`src/rtl/core/sclbs_pkg.sv`:
```
// Package for the status code LED blink sequencer.
// Word types, status codes and the blink pattern ROM; no dependencies.

package sclbs_pkg;

  localparam int unsigned CodeW    = 4;
  localparam int unsigned ElapsedW = 13;
  localparam int unsigned PhaseW   = 11;
  localparam int unsigned IndexW   = 4;
  localparam int unsigned MsW      = 10;

  localparam logic [CodeW-1:0] CODE_NONE = 4'd0;
  localparam logic [CodeW-1:0] CODE_OK   = 4'd1;

  localparam logic [7:0] GAP_TICKS = 8'd10;

  localparam logic [ElapsedW-1:0] ELAPSED_MAX = 13'd8191;
  localparam logic [23:0]         OK_COLOUR   = 24'h006400;

  typedef struct packed {
    logic             req_type;
    logic [CodeW-1:0] code;
  } in_word_t;

  typedef struct packed {
    logic [7:0]       red;
    logic [7:0]       green;
    logic [7:0]       blue;
    logic [CodeW-1:0] active_code;
  } out_word_t;

  typedef struct packed {
    logic                valid;
    logic [2:0]          blinks;
    logic [MsW-1:0]      on_ms;
    logic [MsW-1:0]      off_ms;
    logic [ElapsedW-1:0] window_ms;
    logic [23:0]         colour;
  } pattern_t;

  // Blink pattern rows for codes 2..12; other codes read an invalid row.
  function automatic pattern_t pattern_row(input logic [CodeW-1:0] code);
    pattern_t row;
    row = '0;
    unique case (code)
      4'd2:    row = '{1'b1, 3'd3, 10'd200,  10'd200, 13'd3000, 24'h00ff00};
      4'd3:    row = '{1'b1, 3'd1, 10'd500,  10'd500, 13'd5000, 24'hffff00};
      4'd4:    row = '{1'b1, 3'd1, 10'd1000, 10'd0,   13'd500,  24'h003700};
      4'd5:    row = '{1'b1, 3'd5, 10'd100,  10'd100, 13'd3000, 24'hff0000};
      4'd6:    row = '{1'b1, 3'd2, 10'd300,  10'd300, 13'd3000, 24'h0000ff};
      4'd7:    row = '{1'b1, 3'd2, 10'd300,  10'd300, 13'd3000, 24'h9b0000};
      4'd8:    row = '{1'b1, 3'd1, 10'd1000, 10'd0,   13'd1000, 24'h0000ff};
      4'd9:    row = '{1'b1, 3'd3, 10'd250,  10'd250, 13'd3000, 24'hff0000};
      4'd10:   row = '{1'b1, 3'd4, 10'd150,  10'd150, 13'd3000, 24'hffa500};
      4'd11:   row = '{1'b1, 3'd6, 10'd100,  10'd100, 13'd3000, 24'hff00ff};
      4'd12:   row = '{1'b1, 3'd6, 10'd100,  10'd100, 13'd3000, 24'h0000ff};
      default: row = '0;
    endcase
    return row;
  endfunction

endpackage

```
`src/rtl/core/sclbs_core.sv`:
```
// Sequencer state and its per-word update: ticks, pending requests, phases.
// Depends on sclbs_pkg for codes, widths and the pattern ROM.

module sclbs_core import sclbs_pkg::*; (
  input  logic      clk_i,
  input  logic      rst_ni,
  input  logic      step_i,
  input  in_word_t  word_i,
  output out_word_t result_o
);

  logic [CodeW-1:0]    current_q, current_d;
  logic [CodeW-1:0]    pending_q, pending_d;
  logic                pend_vld_q, pend_vld_d;
  logic [ElapsedW-1:0] elapsed_q, elapsed_d;
  logic [PhaseW-1:0]   remain_q, remain_d;
  logic [IndexW-1:0]   index_q, index_d;
  logic [23:0]         colour_q, colour_d;

  logic [CodeW-1:0]    cur_code;
  logic [ElapsedW-1:0] el_base;
  logic [IndexW-1:0]   idx_base;
  logic [11:0]         phase_len;
  pattern_t            row;
  logic                in_seq;

  always_comb begin
    current_d  = current_q;
    pending_d  = pending_q;
    pend_vld_d = pend_vld_q;
    elapsed_d  = elapsed_q;
    remain_d   = remain_q;
    index_d    = index_q;
    colour_d   = colour_q;
    cur_code   = pend_vld_q ? pending_q : current_q;
    el_base    = pend_vld_q ? '0 : elapsed_q;
    idx_base   = pend_vld_q ? '0 : index_q;
    row        = pattern_row(cur_code);
    in_seq     = row.valid && (el_base < row.window_ms)
                 && ({1'b0, idx_base} < {1'b0, row.blinks, 1'b0});
    phase_len  = {4'd0, GAP_TICKS};

    if (step_i) begin
      if (word_i.req_type) begin
        pending_d  = word_i.code;
        pend_vld_d = 1'b1;
      end else begin
        if (remain_q != '0) begin
          remain_d = remain_q - 1'b1;
          el_base  = elapsed_q;
        end else begin
          // phase boundary: adopt pending code, then pick the next phase
          current_d  = cur_code;
          pend_vld_d = 1'b0;
          index_d    = idx_base;
          if (cur_code == CODE_NONE) begin
            colour_d = '0;
          end else if (cur_code == CODE_OK) begin
            colour_d = OK_COLOUR;
          end else if (in_seq) begin
            if (!idx_base[0]) begin
              colour_d  = row.colour;
              phase_len = {2'd0, row.on_ms} + {4'd0, GAP_TICKS};
            end else begin
              colour_d  = '0;
              phase_len = {2'd0, row.off_ms} + {4'd0, GAP_TICKS};
            end
            index_d = idx_base + 1'b1;
          end else begin
            // finished, window passed or unknown code: back to ok
            current_d = CODE_OK;
          end
          remain_d = (phase_len == '0) ? '0 : PhaseW'(phase_len - 12'd1);
        end
        elapsed_d = (el_base == ELAPSED_MAX) ? el_base : el_base + 1'b1;
      end
    end
  end

  always_ff @(posedge clk_i or negedge rst_ni) begin
    if (!rst_ni) begin
      current_q  <= CODE_OK;
      pending_q  <= CODE_NONE;
      pend_vld_q <= 1'b0;
      elapsed_q  <= '0;
      remain_q   <= '0;
      index_q    <= '0;
      colour_q   <= '0;
    end else begin
      current_q  <= current_d;
      pending_q  <= pending_d;
      pend_vld_q <= pend_vld_d;
      elapsed_q  <= elapsed_d;
      remain_q   <= remain_d;
      index_q    <= index_d;
      colour_q   <= colour_d;
    end
  end

  assign result_o = '{red:         colour_d[23:16],
                      green:       colour_d[15:8],
                      blue:        colour_d[7:0],
                      active_code: current_d};

  // an unknown code never stays on display
  a_status_known: assert property (@(posedge clk_i) disable iff (!rst_ni)
    current_q <= 4'd12)
    else $error("active status outside pattern range");

  // phase index never passes twice the largest blink count
  a_index_bound: assert property (@(posedge clk_i) disable iff (!rst_ni)
    index_q <= 4'd12)
    else $error("phase index out of range");

  // a boundary tick always consumes the pending request
  a_boundary_takes_pending: assert property (@(posedge clk_i) disable iff (!rst_ni)
    (step_i && !word_i.req_type && remain_q == '0) |=> !pend_vld_q)
    else $error("pending request survived a phase boundary");

  // a request alone leaves the display untouched
  a_req_keeps_led: assert property (@(posedge clk_i) disable iff (!rst_ni)
    (step_i && word_i.req_type) |=> ($stable(colour_q) && $stable(current_q)))
    else $error("request changed the LED state");

endmodule

```
`src/rtl/core/status_code_led_blink_sequencer.sv`:
```
// Top level of the status code LED blink sequencer.
// Input word register, sequencer core and result register; uses sclbs_pkg.

// Takes one word per clock (a 1 ms tick or a status code request) and returns
// one result word per input word: the LED colour and the code being shown after
// that word. Each word is registered in the input register and then in the result
// register; the update itself is a single pass of short logic in sclbs_core, so
// one word is taken every cycle while the output is not stalled.
// No clearing pass after reset. Requests wait for the next phase boundary and
// only the last one before it counts.

module status_code_led_blink_sequencer import sclbs_pkg::*; (
  input  logic      clk_i,
  input  logic      rst_ni,
  input  logic      in_valid_i,
  output logic      in_stall_o,
  input  in_word_t  in_data_i,
  output logic      out_valid_o,
  input  logic      out_stall_i,
  output out_word_t out_data_o
);

  logic      in_valid_q;
  in_word_t  in_data_q;
  logic      out_valid_q;
  out_word_t out_data_q;
  out_word_t result;
  logic      advance;
  logic      step;

  assign advance    = !out_valid_q || !out_stall_i;
  assign step       = in_valid_q && advance;
  assign in_stall_o = in_valid_q && !advance;

  always_ff @(posedge clk_i or negedge rst_ni) begin
    if (!rst_ni) begin
      in_valid_q  <= 1'b0;
      out_valid_q <= 1'b0;
    end else begin
      if (!in_stall_o) begin
        in_valid_q <= in_valid_i;
      end
      if (advance) begin
        out_valid_q <= in_valid_q;
      end
    end
  end

  always_ff @(posedge clk_i) begin
    if (!in_stall_o) begin
      in_data_q <= in_data_i;
    end
    if (step) begin
      out_data_q <= result;
    end
  end

  sclbs_core u_core (
    .clk_i    (clk_i),
    .rst_ni   (rst_ni),
    .step_i   (step),
    .word_i   (in_data_q),
    .result_o (result)
  );

  assign out_valid_o = out_valid_q;
  assign out_data_o  = out_data_q;

  // a held input word is never dropped while the output is stalled
  a_hold_input: assert property (@(posedge clk_i) disable iff (!rst_ni)
    (in_valid_q && !advance) |=> in_valid_q)
    else $error("input word lost under stall");

  // every word leaving the input register lands in the result register
  a_step_to_out: assert property (@(posedge clk_i) disable iff (!rst_ni)
    step |=> out_valid_q)
    else $error("result word not registered");

  // a stalled result word keeps its value
  a_out_hold: assert property (@(posedge clk_i) disable iff (!rst_ni)
    (out_valid_q && out_stall_i) |=> (out_valid_q && $stable(out_data_q)))
    else $error("stalled result word changed");

endmodule
```
`config.mk`:
```
export PLATFORM = sky130hd
export DESIGN_NAME = status_code_led_blink_sequencer
export DESIGN_NICKNAME = d
export VERILOG_FILES = /design/src/rtl/core/sclbs_pkg.sv /design/src/rtl/core/sclbs_core.sv /design/src/rtl/core/status_code_led_blink_sequencer.sv
export SDC_FILE = /design/constraint.sdc
export NUM_CORES = 1
export LEC_CHECK = 0
export BUFFER_PORTS_ARGS = -buffer_cell sky130_fd_sc_hd__buf_2
export CAP_MARGIN = 10
export CELL_PAD_IN_SITES_DETAIL_PLACEMENT = 1
export CELL_PAD_IN_SITES_GLOBAL_PLACEMENT = 1
export CORE_ASPECT_RATIO = 0.7
export CORE_MARGIN = 3
export CORE_UTILIZATION = 51
export CTS_CLUSTER_SIZE = 30
export DETAILED_ROUTE_END_ITERATION = 10
export GPL_TIMING_DRIVEN = 0
export PLACE_DENSITY_LB_ADDON = 0.12
export REMOVE_ABC_BUFFERS = 1
export SKIP_CTS_REPAIR_TIMING = 1
export SYNTH_ARGS = -nofsm -noshare
export SYNTH_HDL_FRONTEND = slang
export SYNTH_SLANG_ARGS = --single-unit
export TNS_END_PERCENT = 100
```
`constraint.sdc`:
```
create_clock -name clk_i -period 8.55 [get_ports clk_i]
set_input_delay 0 -clock clk_i [delete_from_list [all_inputs] [get_ports clk_i]]
set_output_delay 0 -clock clk_i [all_outputs]
set_load 0.1 [all_outputs]
```
==> metrics, run 1 <==
top-area cell type share of the netlist area 27.78%; standard-cell rows 31; top-count cell post-synth nor2_1; initial antenna violation count 0; Clk pin slew, worst setup/hold paths 0.08 ns; Final ANT Viol Nets 0; port bufs 38; fmax 145.6 MHz; data arrival at the endpoint of the critical path 7.15 ns; Hold Violations, Final 0; startpoint types register; drt drc 0; First DRT Iteration DRCs 468; predominant post-synthesis flop cell dfrtp_1; clock skew 0.01113 ns; total CTS buffers 9; GPL Wtd Cong 0.9790; post-synthesis simple-gate area fraction 18.46%; clock latency on the worst-skew pair 0.35 ns; commonest cells in the netlist nor2_1, dfrtp_1, nand2_1, edfxtp_1, a21oi_1; maximum fanout along the worst path 16; unrepaired setup endpoints after global routing no; Die X 131.1 um; DR vias 4,709; Clock Tree Buf Depth 2; post-synthesis mux area share 6.183%; Pwr per Cell Area 362.5 mW/mm^2; sequential area share after synthesis 45.99%; hold crit path type in -> async; first-pass GRT wire length 25,990 um; status complete, no violations; cell total after placement 731; Core ar. 0.01051 sq mm; setup violators final 0; Leak Pwr 2.657 nW; DRT Wirelength 16,510 um; Slew @ Worst Pin 1.108 ns; Worst setup startpoint u_core.pend_vld_q; pre-CTS setup slack 1.343 ns; design area 0.006314 sq mm; Via-to-Cell Ratio 6.221; Peak VDD IR 168.2 uV; first drt pass iteration count 5; Initial Util 53.14%; number of global-route vias before repair 4,712; fin. max-slew vios 0; worst path required time 8.83 ns; area of the die 0.01226 sq mm; Rel. slew slack 24.05%; largest net degree at the start of global routing 64; max cap viols 0; placed cell area 0.005889 sq mm; TritonCTS clock tree built; depth of the CTS H-tree 3; HPWL after DPL 11,550 um; Synth area leaders dfrtp_1, edfxtp_1, ha_1; Setup CP Type reg -> reg; Adder-Cell Fraction of Synth Area 5.824%; R2R depth 17; Synth Area in Compound Gates 17.11%; synthesis-stage register bit count 96; Ant. Diodes 0; yosys warns 0; GRT overflow 0; RR Startpoint u_core.pend_vld_q; Post-Synth XOR/XNOR Area 3.136%; Distinct cells, synth 68; Layout Nets 639; mapped cell area 0.005585 sq mm; Syn-to-layout area delta 13.04%; share of layout cells above drive strength 1 13.14%; Synth Area per Inst 9.833 sq um; min Tclk post-route 6.870 ns; # clock sinks 96; final worst path period share 80.35%; area leader, netlist dfrtp_1; Crit. End Element register; post-synthesis cell count 568; Final WS setup 1.680 ns; fill count 1,145; die height 93.56 um; setup_tns 0 ns; Root Driver clkbuf_16; Non-Filler Instances 757; largest family of logic cells by synthesized area simple AND/OR/NAND/NOR gates; EDFF count, synth 33; asr flop ratio synth 65.63%; detailed-route wire length per cell 21.80 um; I/O pins 39; gr usage total 27.74%
cell usage in the layout, fill, tap and decap left out, drive strengths merged, types with 5 or more instances in the layout:
cell type,Yosys,final
inv,18,20
buf,11,42
xnor2,12,12
nand3,15,15
nand2b,11,11
nor2,67,67
nor3,13,13
o31ai,10,10
dlygate4sd3,0,8
xor2,8,8
o21a,8,8
nor2b,16,16
o211ai,7,7
clkbuf,14,9
a21oi,28,28
dfrtp,62,62
nand4,8,8
ha,26,26
a21o,5,5
a211oi,6,6
edfxtp,33,33
mux2,11,11
o21ai,27,27
nand2,60,60
mux2i,21,21
a31oi,11,11
a211o,6,6
nor4,5,5
routing by layer:
metal | up-vias | track usage, % | share of wire, %
li1 | 2142 | - | -
met1 | 2379 | 40.23 | 46
met2 | 161 | 42.19 | 46
met3 | 27 | 7.249 | 6.5
met4 | 0 | 5.308 | 1.4
met5 | - | 0 | 0
flip-flops by register name (all words and copies together), names as in the netlist:
signal / count
u_core.elapsed_q: 13
u_core.pending_q: 4
out_data_o: 28
u_core.index_q: 4
in_valid_q: 1
u_core.current_q: 4
out_valid_o: 1
in_data_q: 5
u_core.remain_q: 11
u_core.colour_q: 24
u_core.pend_vld_q: 1
critical path: stages, from the launching register on:
cell and delay (ns):
dfrtp_1 0.62, mux2i_1 0.97, ha_1 0.71, mux2i_1 0.20, mux2i_1 0.63, a22oi_1 0.25, ha_1 0.36, a211o_1 0.30
nor4_1 0.35, o21ai_1 0.46, nand2b_1 0.50, nor2_1 0.32, ha_1 0.24, inv_1 0.08, nor3b_1 0.21, o211ai_1 0.12
mux2_1 0.34, o21ai_1 0.12
logic make-up (layout without fill, tap and decap cells):
family | after synthesis | in the layout
buffers and inverters | 43 | 84
and+or+nand+nor | 214 | 214
muxes | 32 | 32
adders and majority gates | 26 | 26
DFF | 96 | 96
xor gates and xnor gates | 20 | 20
AOI/OAI and AO/OA | 137 | 137
path summary, 6_finish.rpt:
check                                 endpoint  slack, ns
hold / removal             u_core.elapsed_q[8]       0.31
setup / recovery            u_core.remain_q[9]       1.68
max in group asynchronous  u_core.pending_q[3]       7.68
setup reg to reg            u_core.remain_q[9]       1.68
hold reg to reg            u_core.pending_q[3]       0.48
min in group clk_i                in_data_q[4]       0.37
final cells by class:
cell class | count | area, sq um | area share [%]
Clock buffer | 9 | 225.2 | 3.567
Clock inverter | 7 | 80.08 | 1.268
Inverter | 18 | 67.56 | 1.070
Multi-Input combinational cell | 429 | 2836 | 44.93
Sequential cell | 96 | 2569 | 40.69
Tap cell | 148 | 185.2 | 2.933
Timing Repair Buffer | 50 | 350.3 | 5.549
metrics by stage:
stage,power (W),util [%],hold slack [ns]
2_1_floorplan,0.001533,-,-0.2956
3_5_place_dp,0.001826,56.03,0.1621
6_report,0.002288,60.06,0.3062
3_3_place_gp,0.001761,55.60,0.1762
5_1_grt,0.002413,60.06,0.3734
4_1_cts,0.002264,58.93,-0.2102
power by group:
part / internal, W / leakage, nW / switching (W)
Sequential: 0.000613 / 1.15 / 0.0000890
Clock: 0.000231 / 0.143 / 0.000190
Combinational: 0.000335 / 1.37 / 0.000831
Power figures use the tool's default switching activity.
==> run 2, diff against run 1 <==
--- a/config.mk
+++ b/config.mk
@@ -5,13 +5,14 @@
 export SDC_FILE = /design/constraint.sdc
 export NUM_CORES = 1
 export LEC_CHECK = 0
+export ABC_AREA = 1
 export BUFFER_PORTS_ARGS = -buffer_cell sky130_fd_sc_hd__buf_2
 export CAP_MARGIN = 10
 export CELL_PAD_IN_SITES_DETAIL_PLACEMENT = 1
 export CELL_PAD_IN_SITES_GLOBAL_PLACEMENT = 1
 export CORE_ASPECT_RATIO = 0.7
 export CORE_MARGIN = 3
-export CORE_UTILIZATION = 51
+export CORE_UTILIZATION = 41
 export CTS_CLUSTER_SIZE = 30
 export DETAILED_ROUTE_END_ITERATION = 10
 export GPL_TIMING_DRIVEN = 0
==> constraint.sdc (replaced) <==
create_clock -name clk_i -period 5.9 [get_ports clk_i]
set_input_delay 0 -clock clk_i [delete_from_list [all_inputs] [get_ports clk_i]]
set_output_delay 0 -clock clk_i [all_outputs]
set_load 0.1 [all_outputs]
==> metrics, run 2 <==
share of layout cells above drive strength 1 11.51% (was 13.14%); Post-Route Utilization 48.38% (was 60.06%); largest net degree at the start of global routing 64 (unchanged); Rel. slew slack 24.13% (was 24.05%); DR vias 5,000 (was 4,709); TritonCTS clock tree built (unchanged); worst path required time 6.10 ns (was 8.83 ns); fill count 1,681 (was 1,145); Syn-to-layout area delta 13.17% (was 13.04%); fin. max-slew vios 0 (unchanged); Initial Util 42.75% (was 53.14%); Synth area leaders dfrtp_1, edfxtp_1, nand2_1 (was dfrtp_1, edfxtp_1, ha_1); data arrival at the endpoint of the critical path 5.42 ns (was 7.15 ns); reg2reg end out_data_o[10] (was u_core.remain_q[9]); Clk pin slew, worst setup/hold paths 0.08 ns (about the same); DRT Wirelength 16,290 um (was 16,510 um); Via-to-Cell Ratio 5.219 (was 6.221); Slew @ Worst Pin 1.134 ns (was 1.108 ns); min Tclk post-route 5.220 ns (was 6.870 ns); max cap viols 0 (unchanged); Hold Violations, Final 0 (unchanged); Clock Tree Buf Depth 2 (unchanged); most frequent cells in the layout nand2_1, inv_1, nor2_1 (was nor2_1, dfrtp_1, nand2_1); GRT overflow 0 (unchanged); First DRT Iteration DRCs 300 (was 468); final worst path period share 88.47% (was 80.35%); EDFF count, synth 33 (unchanged); I/O pins 39 (unchanged); Layout Nets 803 (was 639); Synth Area per Inst 7.901 sq um (was 9.833 sq um); initial antenna violation count 0 (unchanged); Tot Pwr 0.002266 W (was 0.002288 W); gr usage total 21.63% (was 27.74%); area leader, netlist dfrtp_1 (unchanged); commonest cells in the netlist nand2_1, inv_1, nor2_1, dfrtp_1, nand3_1 (was nor2_1, dfrtp_1, nand2_1, edfxtp_1, a21oi_1); detailed-route wire length per cell 17.00 um (was 21.80 um); Crit. End Element register (unchanged); unrepaired setup endpoints after global routing no (unchanged); reg-to-reg setup timing slack 0.68 ns (was 1.68 ns); die height 104.9 um (was 93.56 um); sequential area share after synthesis 44.84% (was 45.99%); commonest non-fill, non-tap cell in the layout nand2_1 (was nor2_1); Combinational Power Share 38.4% (was 51.0%); Int Pwr 0.001299 W (was 0.001178 W); Worst setup startpoint u_core.pend_vld_q (unchanged); asr flop ratio synth 65.63% (unchanged); Peak VDD IR 182.0 uV (was 168.2 uV); fmax 191.6 MHz (was 145.6 MHz); Pwr per Cell Area 349.6 mW/mm^2 (was 362.5 mW/mm^2); sw power 0.0009666 W (was 0.001110 W); RR Startpoint u_core.pend_vld_q (unchanged); first drt pass iteration count 5 (unchanged); Distinct cells, synth 47 (was 68); total CTS buffers 9 (unchanged); status complete, no violations (unchanged); Reg power frac 34.6% (was 30.7%); Die X 147.3 um (was 131.1 um); Root Driver clkbuf_16 (unchanged); max reg flops 28 (unchanged); depth of the CTS H-tree 3 (unchanged); clock skew 0.01517 ns (was 0.01113 ns); area of the die 0.01545 sq mm (was 0.01226 sq mm); yosys warns 0 (unchanged); GPL Wtd Cong 0.8900 (was 0.9790); Final ANT Viol Nets 0 (unchanged); maximum fanout along the worst path 22 (was 16); first-pass GRT wire length 26,810 um (was 25,990 um); Leak Pwr 2.872 nW (was 2.657 nW); cell total after placement 934 (was 731); setup violators final 0 (unchanged); clock latency on the worst-skew pair 0.37 ns (was 0.35 ns); R2R depth 20 (was 17); Setup CP Type reg -> reg (unchanged); # clock sinks 96 (unchanged); drt drc 0 (unchanged); standard-cell rows 35 (was 31); top-area cell type share of the netlist area 27.09% (was 27.78%); post-synthesis cell count 725 (was 568); port bufs 38 (unchanged); clock power share 27.0% (was 18.4%); top-count cell post-synth nand2_1 (was nor2_1); number of global-route vias before repair 5,167 (was 4,712); Non-Filler Instances 958 (was 757); startpoint types register (unchanged); Ant. Diodes 0 (unchanged); hold crit path type in -> async (unchanged); HPWL after DPL 11,970 um (was 11,550 um); mapped cell area 0.005728 sq mm (was 0.005585 sq mm); synthesis-stage register bit count 96 (unchanged); predominant post-synthesis flop cell dfrtp_1 (unchanged); Core ar. 0.01340 sq mm (was 0.01051 sq mm); Sw Share 42.66% (was 48.51%)
-- run 2: changes by cell type after synthesis, moves of 13 or more --
| cell | previous run | this run |
|---|---|---|
| mux2i_1 | 20 | 0 |
| inv_1 | 16 | 98 |
| o21ai_0 | 21 | 49 |
| nor2b_1 | 16 | 0 |
| nand3_1 | 15 | 62 |
| nand2_1 | 59 | 177 |
| nor2_1 | 66 | 79 |
-- run 2: per-stage QoR --
step                instance area (sq um)  setup TNS (ns)  worst slack, ns  hold slack, ns
finish                               6482               0           0.6801          0.2916
global route                         6482               0           0.1552          0.3482
CTS                                  6397               0           0.5922         -0.2110
detailed placement                   6086               0           0.6354          0.1718
global placement                     6058          -42.08           -1.205          0.1768
floorplan                            5637               0           0.7339         -0.2956
-- run 2: routing by layer --
layer / GRT usage, % / vias up / part of all wire [%]
met5: 0 / - / 0
met4: 2.926 / 0 / 0.56
met3: 4.465 / 8 / 3.6
met2: 33.74 / 70 / 44
met1: 31.88 / 2473 / 51
li1: - / 2449 / -
-- run 2: worst max path at each step --
stage                          to  slack (ns)  depth (start not counted)
6_report           out_data_o[10]        0.68                         20
3_3_place_gp       out_data_o[19]       -1.20                         12
5_1_grt        u_core.remain_q[7]        0.16                         22
4_1_cts        u_core.remain_q[3]        0.59                         24
2_1_floorplan      out_data_o[19]        0.73                         12
3_5_place_dp   u_core.remain_q[3]        0.64                         24
-- run 2: final cells by class --
| type | count | area [sq um] | share of cell area, % |
|---|---|---|---|
| clock buffer | 9 | 225.2 | 3.474 |
| clock inverter | 7 | 86.33 | 1.332 |
| inverter | 101 | 379.1 | 5.848 |
| multi-input combinational | 513 | 2704 | 41.71 |
| sequential | 96 | 2569 | 39.63 |
| tap | 185 | 231.5 | 3.571 |
| timing repair buffer | 47 | 287.8 | 4.439 |
-- run 2: power by group through the flow --
stage,Combinational (W),Sequential (W),Clock [W]
after global routing,0.000980,0.000791,0.000652
after detailed placement,0.000850,0.000797,0
after global placement,0.000812,0.000793,0
after floorplan,0.000606,0.000807,0
final,0.000870,0.000784,0.000611
after CTS,0.000856,0.000784,0.000624
-- run 2: worst max-delay path: stages, from the launching register on --
cell and delay [ns]:
dfrtp_1 0.66, inv_2 0.38, nand2_1 0.08, nand2_1 0.32, ha_1 0.28, inv_1 0.13
o21ai_0 0.36, nand2_1 0.31, ha_1 0.39, nand2_1 0.05, inv_1 0.04, o21bai_1 0.06
a21oi_1 0.21, nor2_2 0.08, nand3_4 0.18, inv_1 0.08, o21ai_0 0.74, inv_1 0.16
nand2_1 0.22, inv_1 0.13, nor2_1 0.16
-- run 2: cell families after synthesis --
kind of cell / Yosys count / share of synthesized area, %
buffers and inverters: 116 / 8.213
adder cells (fa/ha/maj): 26 / 5.679
AND/OR/NAND/NOR: 370 / 28.70
XOR/XNOR: 19 / 2.905
flip-flops: 96 / 44.85
AO/OA/AOI/OAI: 98 / 9.655
==> run 3, diff against run 2 <==
--- a/config.mk
+++ b/config.mk
@@ -12,7 +12,8 @@
 export CELL_PAD_IN_SITES_GLOBAL_PLACEMENT = 1
 export CORE_ASPECT_RATIO = 0.7
 export CORE_MARGIN = 3
-export CORE_UTILIZATION = 41
+export CORE_UTILIZATION = 43
+export CTS_BUF_LIST = sky130_fd_sc_hd__clkbuf_4
 export CTS_CLUSTER_SIZE = 30
 export DETAILED_ROUTE_END_ITERATION = 10
 export GPL_TIMING_DRIVEN = 0
==> metrics, run 3 (synthesis gave the netlist of run 2 again) <==
data arrival at the endpoint of the critical path 5.49 ns (was 5.42 ns); Leak Pwr 2.804 nW (was 2.872 nW); share of layout cells above drive strength 1 11.63% (was 11.51%); area of the die 0.01476 sq mm (was 0.01545 sq mm); Initial Util 45.03% (was 42.75%); die height 102.6 um (was 104.9 um); max reg flops 28 (unchanged); min Tclk post-route 5.087 ns (was 5.220 ns); GPL Wtd Cong 0.8782 (was 0.8900); Crit. End Element register (unchanged); clock latency on the worst-skew pair 0.49 ns (was 0.37 ns); setup_tns 0 ns (unchanged); port bufs 38 (unchanged); depth of the CTS H-tree 3 (unchanged); TritonCTS clock tree built (unchanged); I/O pins 39 (unchanged); final hold slack 0.1303 ns (was 0.2916 ns); CP max stage cell dfrtp_2 (was o21ai_0); most frequent cells in the layout nand2_1, inv_1, nor2_1 (unchanged); Rel. slew slack 22.60% (was 24.13%); Crit path max-delay family simple AND/OR/NAND/NOR gates (unchanged); number of global-route vias before repair 5,189 (was 5,167); fin. max-slew vios 0 (unchanged); DR WL met3 658 um (was 584 um); DRT Wirelength 15,690 um (was 16,290 um); detailed-route wire length per cell 16.76 um (was 17.00 um); Via-to-Cell Ratio 5.380 (was 5.219); setup violators final 0 (unchanged); First DRT Iteration DRCs 303 (was 300); Tot Pwr 0.002017 W (was 0.002266 W); max incr delay on CP 0.59 ns (was 0.74 ns); Syn-to-layout area delta 9.939% (was 13.17%); max cap viols 0 (unchanged); critical path depth in cells 24 (was 20); DR vias 5,036 (was 5,000); clock skew 0.03353 ns (was 0.01517 ns); Setup CP Type reg -> reg (unchanged); Crit path buffers/inverters 4 (was 6); Hold Violations, Final 0 (unchanged); Crit path top cell by count nand2_1; wl on met1 7941 um (was 8362 um); metal2 WL 6925 um (was 7247 um); Peak VDD IR 130.4 uV (was 182.0 uV); Pwr per Cell Area 320.3 mW/mm^2 (was 349.6 mW/mm^2); Final ANT Viol Nets 0 (unchanged); first drt pass iteration count 5 (unchanged); worst path required time 6.30 ns (was 6.10 ns); HPWL after DPL 11,620 um (was 11,970 um); R2R depth 24 (was 20); Clock Tree Buf Depth 2 (unchanged); Die X 144.0 um (was 147.3 um); drt drc 0 (unchanged); Non-Filler Instances 936 (was 958); final worst path period share 86.22% (was 88.47%); Clk pin slew, worst setup/hold paths 0.20 ns (was 0.08 ns); unrepaired setup endpoints after global routing no (unchanged); cell total after placement 911 (was 934); Ant. Diodes 0 (unchanged); maximum fanout along the worst path 22 (unchanged); fmax 196.6 MHz (was 191.6 MHz); hold crit path type in -> async (unchanged); GRT overflow 0 (unchanged); total CTS buffers 9 (unchanged); first-pass GRT wire length 26,100 um (was 26,810 um); reg-to-reg setup timing slack 0.81 ns (was 0.68 ns); startpoint types register (unchanged); status complete, no violations (unchanged); # clock sinks 96 (unchanged); cells along the critical path inv_2, nand2_1, nand2_1, ha_1, inv_1, o21ai_0, nand2_1, ha_1, nand2_1, inv_1, o21bai_1, a21oi_1, nor2_2, nand3_4, nor2_2, nand2_1, ha_1, nand2_1, inv_1, nand3_1, a21oi_1, a21oi_2, nand2_1, a21boi_1 (was inv_2, nand2_1, nand2_1, ha_1, inv_1, o21ai_0, nand2_1, ha_1, nand2_1, inv_1, o21bai_1, a21oi_1, nor2_2, nand3_4, inv_1, o21ai_0, inv_1, nand2_1, inv_1, nor2_1); largest net degree at the start of global routing 64 (unchanged); Root Driver clkbuf_4 (was clkbuf_16); Slew @ Worst Pin 1.150 ns (was 1.134 ns); Layout Nets 804 (was 803); highest metal layer with signal wires met5 (was met4); gr usage total 22.30% (was 21.63%); initial antenna violation count 1 (was 0); standard-cell rows 34 (was 35); commonest non-fill, non-tap cell in the layout nand2_1 (unchanged); Core ar. 0.01272 sq mm (was 0.01340 sq mm)
## run 3: cell types whose count changed in the layout (fill, tap and decap cells not counted)
cell           change
dlygate4sd3_1      +1
clkinv_8           -1
nor2_2             +1
nor2_4             -1
dfrtp_1            -1
clkbuf_4           +9
inv_8              +1
dfrtp_2            +1
clkbuf_16          -9
## run 3: final cells by class
class | count | area [sq um]
Fill cell | 1618 | 6422
Multi-Input combinational cell | 513 | 2699
Sequential cell | 96 | 2570
Inverter | 101 | 379.1
Timing Repair Buffer | 48 | 297.8
Tap cell | 162 | 202.7
Clock inverter | 7 | 81.33
Clock buffer | 9 | 67.56
## run 3: final timing paths
| kind | endpoint | start |
|---|---|---|
| worst max-delay path | u_core.remain_q[3] | u_core.pend_vld_q |
| worst min-delay path | u_core.remain_q[9] | rst_ni |
| worst max register to register | u_core.remain_q[3] | u_core.pend_vld_q |
| worst min register to register | u_core.colour_q[21] | u_core.colour_q[21] |
| max in group asynchronous | u_core.pend_vld_q | rst_ni |
| min in group clk_i | in_data_q[2] | in_data_i[2] |
## run 3: through the flow
step | setup WS, ns | utilization (%) | cell area, sq um
2_1_floorplan | 0.7339 | - | 5637
3_3_place_gp | -1.202 | 47.40 | 6030
3_5_place_dp | 0.7699 | 47.62 | 6057
4_1_cts | 0.6844 | 48.79 | 6206
5_1_grt | 0.1783 | 49.51 | 6297
6_report | 0.8131 | 49.51 | 6297
## run 3: report_power, final
group / leakage [nW] / switching [W] / internal (W) / total, W
combinational: 1.76 / 0.000610 / 0.000250 / 0.000860
clock: 0.0805 / 0.000271 / 0.000104 / 0.000374
sequential: 0.959 / 0.0000377 / 0.000745 / 0.000783
## run 3: metal layers
metal	vias to the layer above	track usage (%)
met5	-	0
met4	2	4.848
met3	20	4.451
met2	88	34.67
met1	2475	32.50
li1	2451	-
## run 3: worst reg2reg max path: stages (launching register included)
cell      delay, ns
dfrtp_2        0.59
inv_2          0.32
nand2_1        0.09
nand2_1        0.32
ha_1           0.27
inv_1          0.13
o21ai_0        0.33
nand2_1        0.28
ha_1           0.37
nand2_1        0.07
inv_1          0.04
o21bai_1       0.13
a21oi_1        0.09
nor2_2         0.15
nand3_4        0.17
nor2_2         0.45
nand2_1        0.19
ha_1           0.24
nand2_1        0.07
inv_1          0.04
nand3_1        0.08
a21oi_1        0.07
a21oi_2        0.28
nand2_1        0.11
a21boi_1       0.13
